===== src/rtl/job_dependency_release_tracker_macros.svh =====
// Assertion macros for the dependency release tracker.
`ifndef JOB_DEPENDENCY_RELEASE_TRACKER_MACROS_SVH
`define JOB_DEPENDENCY_RELEASE_TRACKER_MACROS_SVH

// Check that a condition implies a consequence in the same cycle.
`define JDRT_ASSERT_NOW(lbl, cond, cons, msg) \
  lbl: assert property (@(posedge clk) disable iff (rst) (cond) |-> (cons)) else $error(msg);

// Check that a condition implies a consequence in the next cycle.
`define JDRT_ASSERT_NEXT(lbl, cond, cons, msg) \
  lbl: assert property (@(posedge clk) disable iff (rst) (cond) |=> (cons)) else $error(msg);

`endif


===== src/rtl/jdrt_pkg.sv =====
// Shared codes, widths and types of the dependency release tracker.
package jdrt_pkg;

  // Request kinds
  localparam logic [1:0] KIND_CLEAR  = 2'd0;
  localparam logic [1:0] KIND_APPEND = 2'd1;
  localparam logic [1:0] KIND_FINISH = 2'd2;

  // Job id and list entry layout: id in the low bits, done flag on top
  localparam int ID_W    = 6;
  localparam int ENTRY_W = ID_W + 1;

  // Flags returned by the list update logic
  typedef struct packed {
    logic full;     // append found the list at capacity
    logic qualify;  // list is non-empty and every entry is done
  } upd_flags_t;

endpackage


===== src/rtl/jdrt_list_mem.sv =====
// Slot list memory: one write port, one registered read port.
module jdrt_list_mem #(
  parameter int DEPTH = 64,
  parameter int AW    = 6,
  parameter int DW    = 60
) (
  input  logic          clk,
  input  logic          we,
  input  logic [AW-1:0] waddr,
  input  logic [DW-1:0] wdata,
  input  logic [AW-1:0] raddr,
  output logic [DW-1:0] rdata
);

  logic [DW-1:0] mem [DEPTH];

  // Write the modified list back
  always_ff @(posedge clk) begin
    if (we) begin
      mem[waddr] <= wdata;
    end
  end

  // Read one list word per cycle
  always_ff @(posedge clk) begin
    rdata <= mem[raddr];
  end

endmodule


===== src/rtl/jdrt_list_update.sv =====
// Read-modify logic for one slot list word: append an entry or mark a job done.
module jdrt_list_update
  import jdrt_pkg::*;
#(
  parameter int MAX_DEPS = 8,
  parameter int CW       = 4,
  parameter int DW       = 60
) (
  input  logic [1:0]      kind,
  input  logic            live,
  input  logic [DW-1:0]   word_in,
  input  logic [ID_W-1:0] job_id,
  input  logic [ID_W-1:0] dep_id,
  output logic [DW-1:0]   word_next,
  output upd_flags_t      flags
);

  logic [CW-1:0] cnt;
  logic          list_done;

  // Take the stored count, or an empty list for a slot never written since clear
  assign cnt = live ? word_in[CW-1:0] : '0;

  always_comb begin
    word_next     = word_in;
    list_done     = 1'b1;
    flags.full    = 1'b0;
    flags.qualify = 1'b0;
    case (kind)
      KIND_APPEND: begin
        if (cnt >= CW'(MAX_DEPS)) begin
          flags.full = 1'b1;
        end else begin
          // Place the new entry at the fill position, not yet done
          for (int j = 0; j < MAX_DEPS; j++) begin
            if (CW'(j) == cnt) begin
              word_next[CW + j*ENTRY_W +: ENTRY_W] = {1'b0, dep_id};
            end
          end
          word_next[CW-1:0] = cnt + 1'b1;
        end
      end
      KIND_FINISH: begin
        // Mark matching entries done and check that the rest are done already
        for (int j = 0; j < MAX_DEPS; j++) begin
          if (CW'(j) < cnt) begin
            if (word_in[CW + j*ENTRY_W +: ID_W] == job_id) begin
              word_next[CW + j*ENTRY_W + ID_W] = 1'b1;
            end else if (!word_in[CW + j*ENTRY_W + ID_W]) begin
              list_done = 1'b0;
            end
          end
        end
        flags.qualify = (cnt != '0) && list_done;
      end
      default: begin
        word_next = word_in;
      end
    endcase
  end

endmodule


===== src/rtl/job_dependency_release_tracker.sv =====
// Top level of the job dependency release tracker.
//
// Each job slot keeps a list of up to MAX_DEPS prerequisite jobs in one word of
// an on-chip memory, next to its fill count; a valid bit per slot, cleared at
// reset and by a clear request, makes a slot read as empty, so no clearing pass
// runs after reset. A request is taken when start is high and busy is low.
// Clear and unused kinds are answered from idle; append goes through the APPEND
// state (read the slot word, then write it back). A finished request walks all
// NUM_JOBS slot words through the single memory read port, one per cycle.
// Results come out one per cycle at most, each for exactly one cycle with valid
// high; the receiver cannot stall them, and a finished request reports its
// released slots in ascending order with last on the final one.
module job_dependency_release_tracker
  import jdrt_pkg::*;
#(
  parameter int NUM_JOBS = 64,
  parameter int MAX_DEPS = 8
) (
  input  logic            clk,
  input  logic            rst,
  input  logic            start,
  output logic            busy,
  input  logic [1:0]      kind,
  input  logic [ID_W-1:0] job,
  input  logic [ID_W-1:0] dep_job,
  output logic            valid,
  output logic            release_res,
  output logic [ID_W-1:0] released_job,
  output logic            status,
  output logic            last
);

`include "job_dependency_release_tracker_macros.svh"

  localparam int JW = $clog2(NUM_JOBS);
  localparam int CW = $clog2(MAX_DEPS + 1);
  localparam int DW = CW + MAX_DEPS * ENTRY_W;

  typedef enum logic [3:0] {
    ST_IDLE   = 4'b0001,
    ST_APPEND = 4'b0010,
    ST_SCAN   = 4'b0100,
    ST_FLUSH  = 4'b1000
  } state_t;

  state_t            state;
  logic [NUM_JOBS-1:0] slot_vld;
  logic [JW-1:0]     scan_idx;
  logic [JW-1:0]     item_slot;
  logic [ID_W-1:0]   item_job;
  logic [ID_W-1:0]   item_dep;
  logic              pend_vld;
  logic [JW-1:0]     pend_slot;

  logic              in_range;
  logic [JW-1:0]     rd_addr;
  logic [DW-1:0]     rd_data;
  logic [JW-1:0]     cur_slot;
  logic [1:0]        upd_kind;
  logic              live;
  logic [DW-1:0]     word_next;
  upd_flags_t        flags;
  logic              we;

  assign busy     = (state != ST_IDLE);
  assign in_range = ({1'b0, job} < (ID_W + 1)'(NUM_JOBS));

  // Select the slot word to read next
  always_comb begin
    case (state)
      ST_IDLE:  rd_addr = (kind == KIND_FINISH) ? '0 : job[JW-1:0];
      ST_SCAN:  rd_addr = scan_idx + 1'b1;
      default:  rd_addr = '0;
    endcase
  end

  // Point the update logic at the slot whose word is arriving
  assign cur_slot = (state == ST_APPEND) ? item_slot : scan_idx;
  assign upd_kind = (state == ST_APPEND) ? KIND_APPEND : KIND_FINISH;
  assign live     = slot_vld[cur_slot];
  assign we       = ((state == ST_APPEND) && !flags.full) || ((state == ST_SCAN) && live);

  jdrt_list_mem #(
    .DEPTH (NUM_JOBS),
    .AW    (JW),
    .DW    (DW)
  ) u_mem (
    .clk   (clk),
    .we    (we),
    .waddr (cur_slot),
    .wdata (word_next),
    .raddr (rd_addr),
    .rdata (rd_data)
  );

  jdrt_list_update #(
    .MAX_DEPS (MAX_DEPS),
    .CW       (CW),
    .DW       (DW)
  ) u_upd (
    .kind      (upd_kind),
    .live      (live),
    .word_in   (rd_data),
    .job_id    (item_job),
    .dep_id    (item_dep),
    .word_next (word_next),
    .flags     (flags)
  );

  // Sequence requests, track slot validity and drive results
  always_ff @(posedge clk) begin
    if (rst) begin
      state    <= ST_IDLE;
      slot_vld <= '0;
      pend_vld <= 1'b0;
      valid    <= 1'b0;
    end else begin
      valid <= 1'b0;
      case (state)
        ST_IDLE: begin
          if (start) begin
            item_job  <= job;
            item_dep  <= dep_job;
            item_slot <= job[JW-1:0];
            case (kind)
              KIND_CLEAR: begin
                if (in_range) begin
                  slot_vld[job[JW-1:0]] <= 1'b0;
                end
                valid        <= 1'b1;
                release_res  <= 1'b0;
                released_job <= '0;
                status       <= 1'b0;
                last         <= 1'b1;
              end
              KIND_APPEND: begin
                if (in_range) begin
                  state <= ST_APPEND;
                end else begin
                  valid        <= 1'b1;
                  release_res  <= 1'b0;
                  released_job <= '0;
                  status       <= 1'b0;
                  last         <= 1'b1;
                end
              end
              KIND_FINISH: begin
                state    <= ST_SCAN;
                scan_idx <= '0;
                pend_vld <= 1'b0;
              end
              default: begin
                valid        <= 1'b1;
                release_res  <= 1'b0;
                released_job <= '0;
                status       <= 1'b0;
                last         <= 1'b1;
              end
            endcase
          end
        end
        ST_APPEND: begin
          // Report the append; a full list drops it
          if (!flags.full) begin
            slot_vld[item_slot] <= 1'b1;
          end
          valid        <= 1'b1;
          release_res  <= 1'b0;
          released_job <= '0;
          status       <= flags.full;
          last         <= 1'b1;
          state        <= ST_IDLE;
        end
        ST_SCAN: begin
          // Hold one release back so the final one can carry last
          if (flags.qualify) begin
            if (pend_vld) begin
              valid        <= 1'b1;
              release_res  <= 1'b1;
              released_job <= ID_W'(pend_slot);
              status       <= 1'b0;
              last         <= 1'b0;
            end
            pend_vld  <= 1'b1;
            pend_slot <= scan_idx;
          end
          if (scan_idx == JW'(NUM_JOBS - 1)) begin
            state <= ST_FLUSH;
          end else begin
            scan_idx <= scan_idx + 1'b1;
          end
        end
        ST_FLUSH: begin
          // Emit the held release as final, or a plain status result
          valid        <= 1'b1;
          release_res  <= pend_vld;
          released_job <= pend_vld ? ID_W'(pend_slot) : '0;
          status       <= 1'b0;
          last         <= 1'b1;
          pend_vld     <= 1'b0;
          state        <= ST_IDLE;
        end
        default: begin
          state <= ST_IDLE;
        end
      endcase
    end
  end

  `JDRT_ASSERT_NOW(a_nonfinal_in_scan, valid && !last, busy, "non-final result outside a scan")
  `JDRT_ASSERT_NOW(a_release_ok, valid && release_res, !status, "release result with error status")
  `JDRT_ASSERT_NOW(a_status_zero_slot, valid && !release_res, released_job == '0, "status result with slot")
  `JDRT_ASSERT_NEXT(a_finish_busy, start && !busy && kind == KIND_FINISH, busy && !valid, "finish not scanning")

endmodule


===== config.mk =====
export PLATFORM = sky130hd
export DESIGN_NAME = job_dependency_release_tracker
export DESIGN_NICKNAME = d
export VERILOG_FILES = /design/src/rtl/jdrt_pkg.sv /design/src/rtl/jdrt_list_mem.sv /design/src/rtl/jdrt_list_update.sv /design/src/rtl/job_dependency_release_tracker.sv
export VERILOG_INCLUDE_DIRS = /design/src /design/src/rtl
export SDC_FILE = /design/constraint.sdc
export NUM_CORES = 2
export LEC_CHECK = 0
export BUFFER_PORTS_ARGS = -buffer_cell sky130_fd_sc_hd__buf_4
export CORE_MARGIN = 2
export CORE_UTILIZATION = 66
export DETAILED_ROUTE_END_ITERATION = 16
export PLACE_DENSITY_LB_ADDON = 0.3
export SLEW_MARGIN = 25
export SYNTH_ARGS = -nofsm -noshare
export SYNTH_HDL_FRONTEND = slang
export SYNTH_HIERARCHICAL = 1
export SYNTH_SLANG_ARGS = --single-unit

===== constraint.sdc =====
create_clock -name clk -period 17.86 [get_ports clk]
set_clock_uncertainty 0.15 [all_clocks]
set_input_delay 0.893 -clock clk [delete_from_list [all_inputs] [get_ports clk]]
set_output_delay 0.893 -clock clk [all_outputs]
set_load 0.05 [all_outputs]

Word level (Yosys, flattened, before mapping)

Memories as Yosys holds them, arrays and structs flattened. A register that Yosys moved wholly into a read port is not among the register bits.
Cells that the tools add are included.
W data, S select, Z words.

$add $sub $neg: 2
Magnitude comparators: 14
Eq/ne operators: 35
Muxes and demuxes: 121
Bitwise operators: 4
Reduce and logical (&&, ||, !) cells: 25

Operators by type and width:

| operator             | count |
|---|---|
| $mux W64             | 3 |
| $pmux W64 S2         | 1 |
| $mux W6              | 17 |
| $mux W1              | 65 |
| $and A64 B64 Y64     | 1 |
| $not A64 Y64         | 1 |
| $or A64 B64 Y64      | 1 |
| $mux W60             | 1 |
| $mux W7              | 8 |
| $eq A6 B6 Y1         | 8 |
| $pmux W6 S2          | 2 |
| $pmux W6 S4          | 1 |
| $lt A6 B7 Y1 const B | 3 |
| $eq A3 B4 Y1 const A | 4 |
| $lt A3 B4 Y1 const A | 4 |
| $pmux W1 S2          | 8 |
| $pmux W4 S2          | 2 |
| $ne A2 B2 Y1 const B | 7 |
| $demux W1 S6         | 2 |
| $ge A6 B1 Y1 const B | 2 |
| $mux W4              | 3 |
| $reduce_and A6 Y1    | 2 |
| $mux W10             | 1 |
| $pmux W1 S3          | 3 |
| other kinds (33)     | 51 |

Register bits after elaboration: 103
Memory bits (writable): 3840
Output and inout bits: 11
Memories kept: 1

Memory list:

| name      | depth | width | read ports | clocked after Yosys merged registers in | write ports | RTL line            | RTL |
|---|---|---|---|---|---|---|---|
| u_mem.mem | 64    | 60    | 1          | 1                                       | 1           | jdrt_list_mem.sv:15 | `logic [DW-1:0] mem [DEPTH];` |

Longest topological paths before layout

Word-level depth: 34
Mapped depth: 25
Gate-level depth less buffers: 21

Cells and area by module

The synthesis kept the hierarchy.

By module, submodules not included:

| module                         | instances | cells each | area each (µm²) | sequential area each (µm²) |
|---|---|---|---|---|
| jdrt_list_mem                  | 1         | 6203       | 146445.5        | 116511.7 |
| job_dependency_release_tracker | 1         | 561        | 4921.0          | 2392.3 |
| jdrt_list_update               | 1         | 224        | 1741.7          | 0.0 |

Least setup slack after synthesis

No wires, ideal clock.

Path type: reg-to-reg
From: register state[2]
To: memory u_mem.mem[0][45], data pin
Setup time: 906 ps
Arrival time: 6606 ps
Data required time: 16804 ps
Setup slack: 10199 ps
Cell stages (with the launch flop): 17
Buffers on the path: 5
Period minus slack after synthesis: 7661 ps
Path through: dfxtp_1 > buf_6 > nor4b_4 > mux2i_2 > clkinv_2 > buf_6 > buf_8 > mux2i_1 > a222oi_1 > nand4_1 > nand4_1 > nor2_1 > nor2_1 > buf_2 > o21ai_1 > buf_2 > o41ai_1

Longest elaborated chain between the ends: 9

RTL lines:

| what                                                 | RTL line                              | RTL |
|---|---|---|
| from (decl)                                          | job_dependency_release_tracker.sv:46  | `state_t state;` |
| from (signal assigned)                               | job_dependency_release_tracker.sv:113 | `state <= ST_IDLE;` |
| from (signal assigned)                               | job_dependency_release_tracker.sv:138 | `state <= ST_APPEND;` |
| from (signal assigned)                               | job_dependency_release_tracker.sv:148 | `state <= ST_SCAN;` |
| $eq A4 B2 Y1 (*)                                     | job_dependency_release_tracker.sv:78  | `assign cur_slot = (state == ST_APPEND) ? item_slot : scan_idx;` |
| $mux W6 (*)                                          | job_dependency_release_tracker.sv:78  |  |
| $bmux W1 S6 (*)                                      | job_dependency_release_tracker.sv:80  | `assign live = slot_vld[cur_slot];` |
| $mux W1 (not written as such) (*)                    | job_dependency_release_tracker.sv:80  |  |
| net live                                             | job_dependency_release_tracker.sv:60  | `logic live;` |
| $mux W4 (*)                                          | jdrt_list_update.sv:22                | `assign cnt = live ? word_in[CW-1:0] : '0;` |
| branches (longest 3 deep; another with $lt A3 B4 Y1) | -                                     |  |
| $pmux W1 S2 (*)                                      | jdrt_list_update.sv:29                | `case (kind)` |
| net word_next[45]                                    | job_dependency_release_tracker.sv:61  | `logic [DW-1:0] word_next;` |
| to (decl)                                            | jdrt_list_mem.sv:15                   |  |

Mark *: on every way through the listed nets, which the timed path passes. The select of a mux whose other input is x is not followed.

==> metrics.yaml <==
sta:
  setup_violations: 0
  fin_crit_sh_pct: 43.4
  tightestPinTransition_ns: 1.26
  finalHoldViolCount: 0
  maxSlewViolCount: 0
  finalSetupTns_ns: 0
  relSlewSlack_pct: 15.6
  fmax_mhz: 129
  period_needed_ns: 7.75
  rsz0062_at_grt: "false"
routing:
  drc_errors: 0
  dr_total_vias: 80200
  drt-initial-drc-count: 14300
  vias_per_cell: 7.56
  drt_pass1_iterations: 8
  wire_per_inst_um: 41.1
  antenna_left: 0
  wirelength_um: 436000
synthesis:
  yosys-top-cells-count: "edfxtp_1, mux4_2, nor2_1"
  ys_types: 78
  synthesis.nets: 7014
  ys_top_cells_by_area: "edfxtp_1, mux4_2, dfxtp_1, mux2_2, o22ai_1"
  yosys_warnings: 6
  synth_top_area_cell: "edfxtp_1"
  ys_seq_area_share_pct: 77.7
  synth-edff-count: 3873
  async_flop_share_pct: 0
  synth_area_um2: 153000
  synth_top_area_share_pct: 76.0
  synth_ff_type: "edfxtp_1"
  syn_avg_cell_area_um2: 21.9
  synth_cells: 6988
  synth_most_common_cell: "edfxtp_1"
  ys_ff_latch: 4003
clock_tree:
  cts_max_level: 5
  cts_buffers: 394
  clk_pin_slew_worst_paths_ns: 0.06
  clkLatencyLatePin_ns: 1.00
  root_buffer: "clkbuf_16"
  cts_tree: "yes"
  clk_path_buf_depth: 4
  cts.sinks: 4003
global_route:
  grt_antenna_before_repair: 17
  grt_max_degree: 112
  overflow: 0
  grt_pass1_wl_um: 611000
  grt_pass1_vias: 80400
  grt_use_total_pct: 37.3
power_and_ir_drop:
  powerDensity_nw_per_um2: 131
  vdd_ir_drop_max_mv: 0.103
  p_leak_nw: 52.5
  p_total_w: 0.0224
worst_setup_path:
  cp.arrival_ns: 8.15
  path_class: "reg2reg"
  crit_path_start_kind: "flop"
  timing.rr.end: "u_mem/mem[18][46]"
  reg2reg_depth: 16
  cp-end-kind: "flop"
  timing.rr.start: "state[2]"
  required_ns: 18.26
  path_max_fanout: 42
  r2r_slack_ns: 10.11
flow_run:
  drv_cap: 0
place:
  io_buffers: 27
  dp_cells: 9886
  gp_congestion: 0.935
  dpl.hpwl_um: 231000
die:
  start_util_pct: 66.5
  die_w_um: 486
  die_y_um: 486
  ios: 28
  coreArea_um2: 230000
  row_count: 176
  die_area_um2: 236000
finish:
  instances_no_fill: 10600
  syn2layout_area_growth_pct: 11.4
  fin_nets: 7292
  fillers: 11800
  layout-drive-gt1-share_pct: 26.8
run_status:
  status: "finished, final reports clean"
worst_hold_path:
  hold_end: "item_job[5]"
  hold-path-cell-count: 1
  hp-class: "in2reg"
  hp-start: "job[5]"
flip-flops by register name (all words and copies together) (netlist names):
name and count:
u_mem/mem 3840, slot_vld 64, u_mem/rdata 60, item_dep 6
item_job 6, pend_slot 6, released_job 6, scan_idx 6
state 4, last 1, pend_vld 1, release_res 1
status 1, valid 1
through the flow:
step	worst slack [ns]	utilization, %	hold slack, ns	cell area (µm²)
after floorplan	10.20	-	0.290	153000
after global placement	10.49	68.4	0.311	157000
after detailed placement	10.41	68.5	0.319	158000
after CTS	10.29	74.0	0.0272	171000
after global routing	9.77	74.1	0.0511	171000
final	10.11	74.1	0.0866	171000
layout by cell type (no fill, tap or decap), types with 14 or more instances in the layout:
cell type	n
clkbuf_8	24
nor3_1	19
nor2_1	141
a221oi_1	101
xnor2_1	23
o221ai_1	34
inv_1	20
o22ai_1	152
clkbuf_16	401
a22oi_1	84
clkinv_2	69
clkinv_1	70
a21oi_1	173
a22o_1	74
buf_4	259
edfxtp_1	3873
nor2_4	66
a211oi_1	40
bufinv_16	40
nand3b_1	14
nand2_1	157
o21ai_0	70
clkbuf_1	71
mux4_2	939
xor2_1	29
nand3_1	37
clkinvlp_4	16
nor2b_1	15
mux2i_1	89
dfxtp_1	130
mux2_2	88
worst max-delay path: stages (launching register included):
cell	delay, ns
dfxtp_1	0.39
nor4b_4	0.30
buf_4	0.29
mux2i_2	0.25
buf_4	0.28
clkinv_2	0.58
mux4_2	0.70
and3_1	0.20
a21oi_1	0.11
o2111ai_1	0.13
o31ai_1	0.17
nor2_1	0.30
and3_1	0.26
o32ai_2	0.45
nand3_1	0.69
nor2_4	1.01
buf_4	0.86
per-layer routing:
metal / up-vias / share of wire [%] / track usage, %
li1: 30200 / - / -
met1: 41200 / 32 / 48.8
met2: 7309 / 46 / 56.2
met3: 1474 / 14 / 10.5
met4: 16 / 7.9 / 23.8
met5: - / 0.047 / 0.0612
kinds of logic (layout without fill, tap and decap cells):
kind of cell,Yosys count,in the layout,synth area share (%)
multiplexers,1125,1125,15.1
AO/OA/AOI/OAI,812,812,3.68
other,0,8,0
XOR/XNOR,52,52,0.297
buffers and inverters,430,1016,1.50
adder cells (fa/ha/maj),9,9,0.0735
flip-flops,4003,4003,77.7
AND/OR/NAND/NOR,557,557,1.69
worst max-delay path by stage:
| stage | end | cells after the start | startpoint |
|---|---|---|---|
| detailed placement | u_mem/mem[18][20] | 16 | state[2] |
| global placement | u_mem/rdata[3] | 14 | kind[0] |
| global route | u_mem/rdata[31] | 14 | state[0] |
| floorplan | u_mem/mem[0][45] | 16 | state[2] |
| CTS | u_mem/mem[18][20] | 16 | state[2] |
| finish | u_mem/mem[18][46] | 16 | state[2] |
report_power, final:
part | switching [W] | internal [W]
Clock | 0.00349 | 0.00478
Combinational | 0.00205 | 0.000736
Sequential | 0.000154 | 0.0112
Total | 0.00569 | 0.0167
what timing repair did:
action,in CTS,in global routing
gates resized for setup,0,0
hold buffers,9,0
hold endpoints to repair,9,0
setup buffers,0,0
final cells by class:
cell class / count / area [µm²] / share of cell area (%)
antenna: 8 / 20.0 / 0.0117
clock buffer: 496 / 10600 / 6.23
clock inverter: 208 / 2070 / 1.21
inverter: 22 / 83.8 / 0.0491
multi-input combinational: 2555 / 32700 / 19.2
sequential: 4003 / 119000 / 69.7
tap: 3026 / 3790 / 2.22
timing repair buffer: 290 / 2400 / 1.40
(Power assumes the default switching activity.)
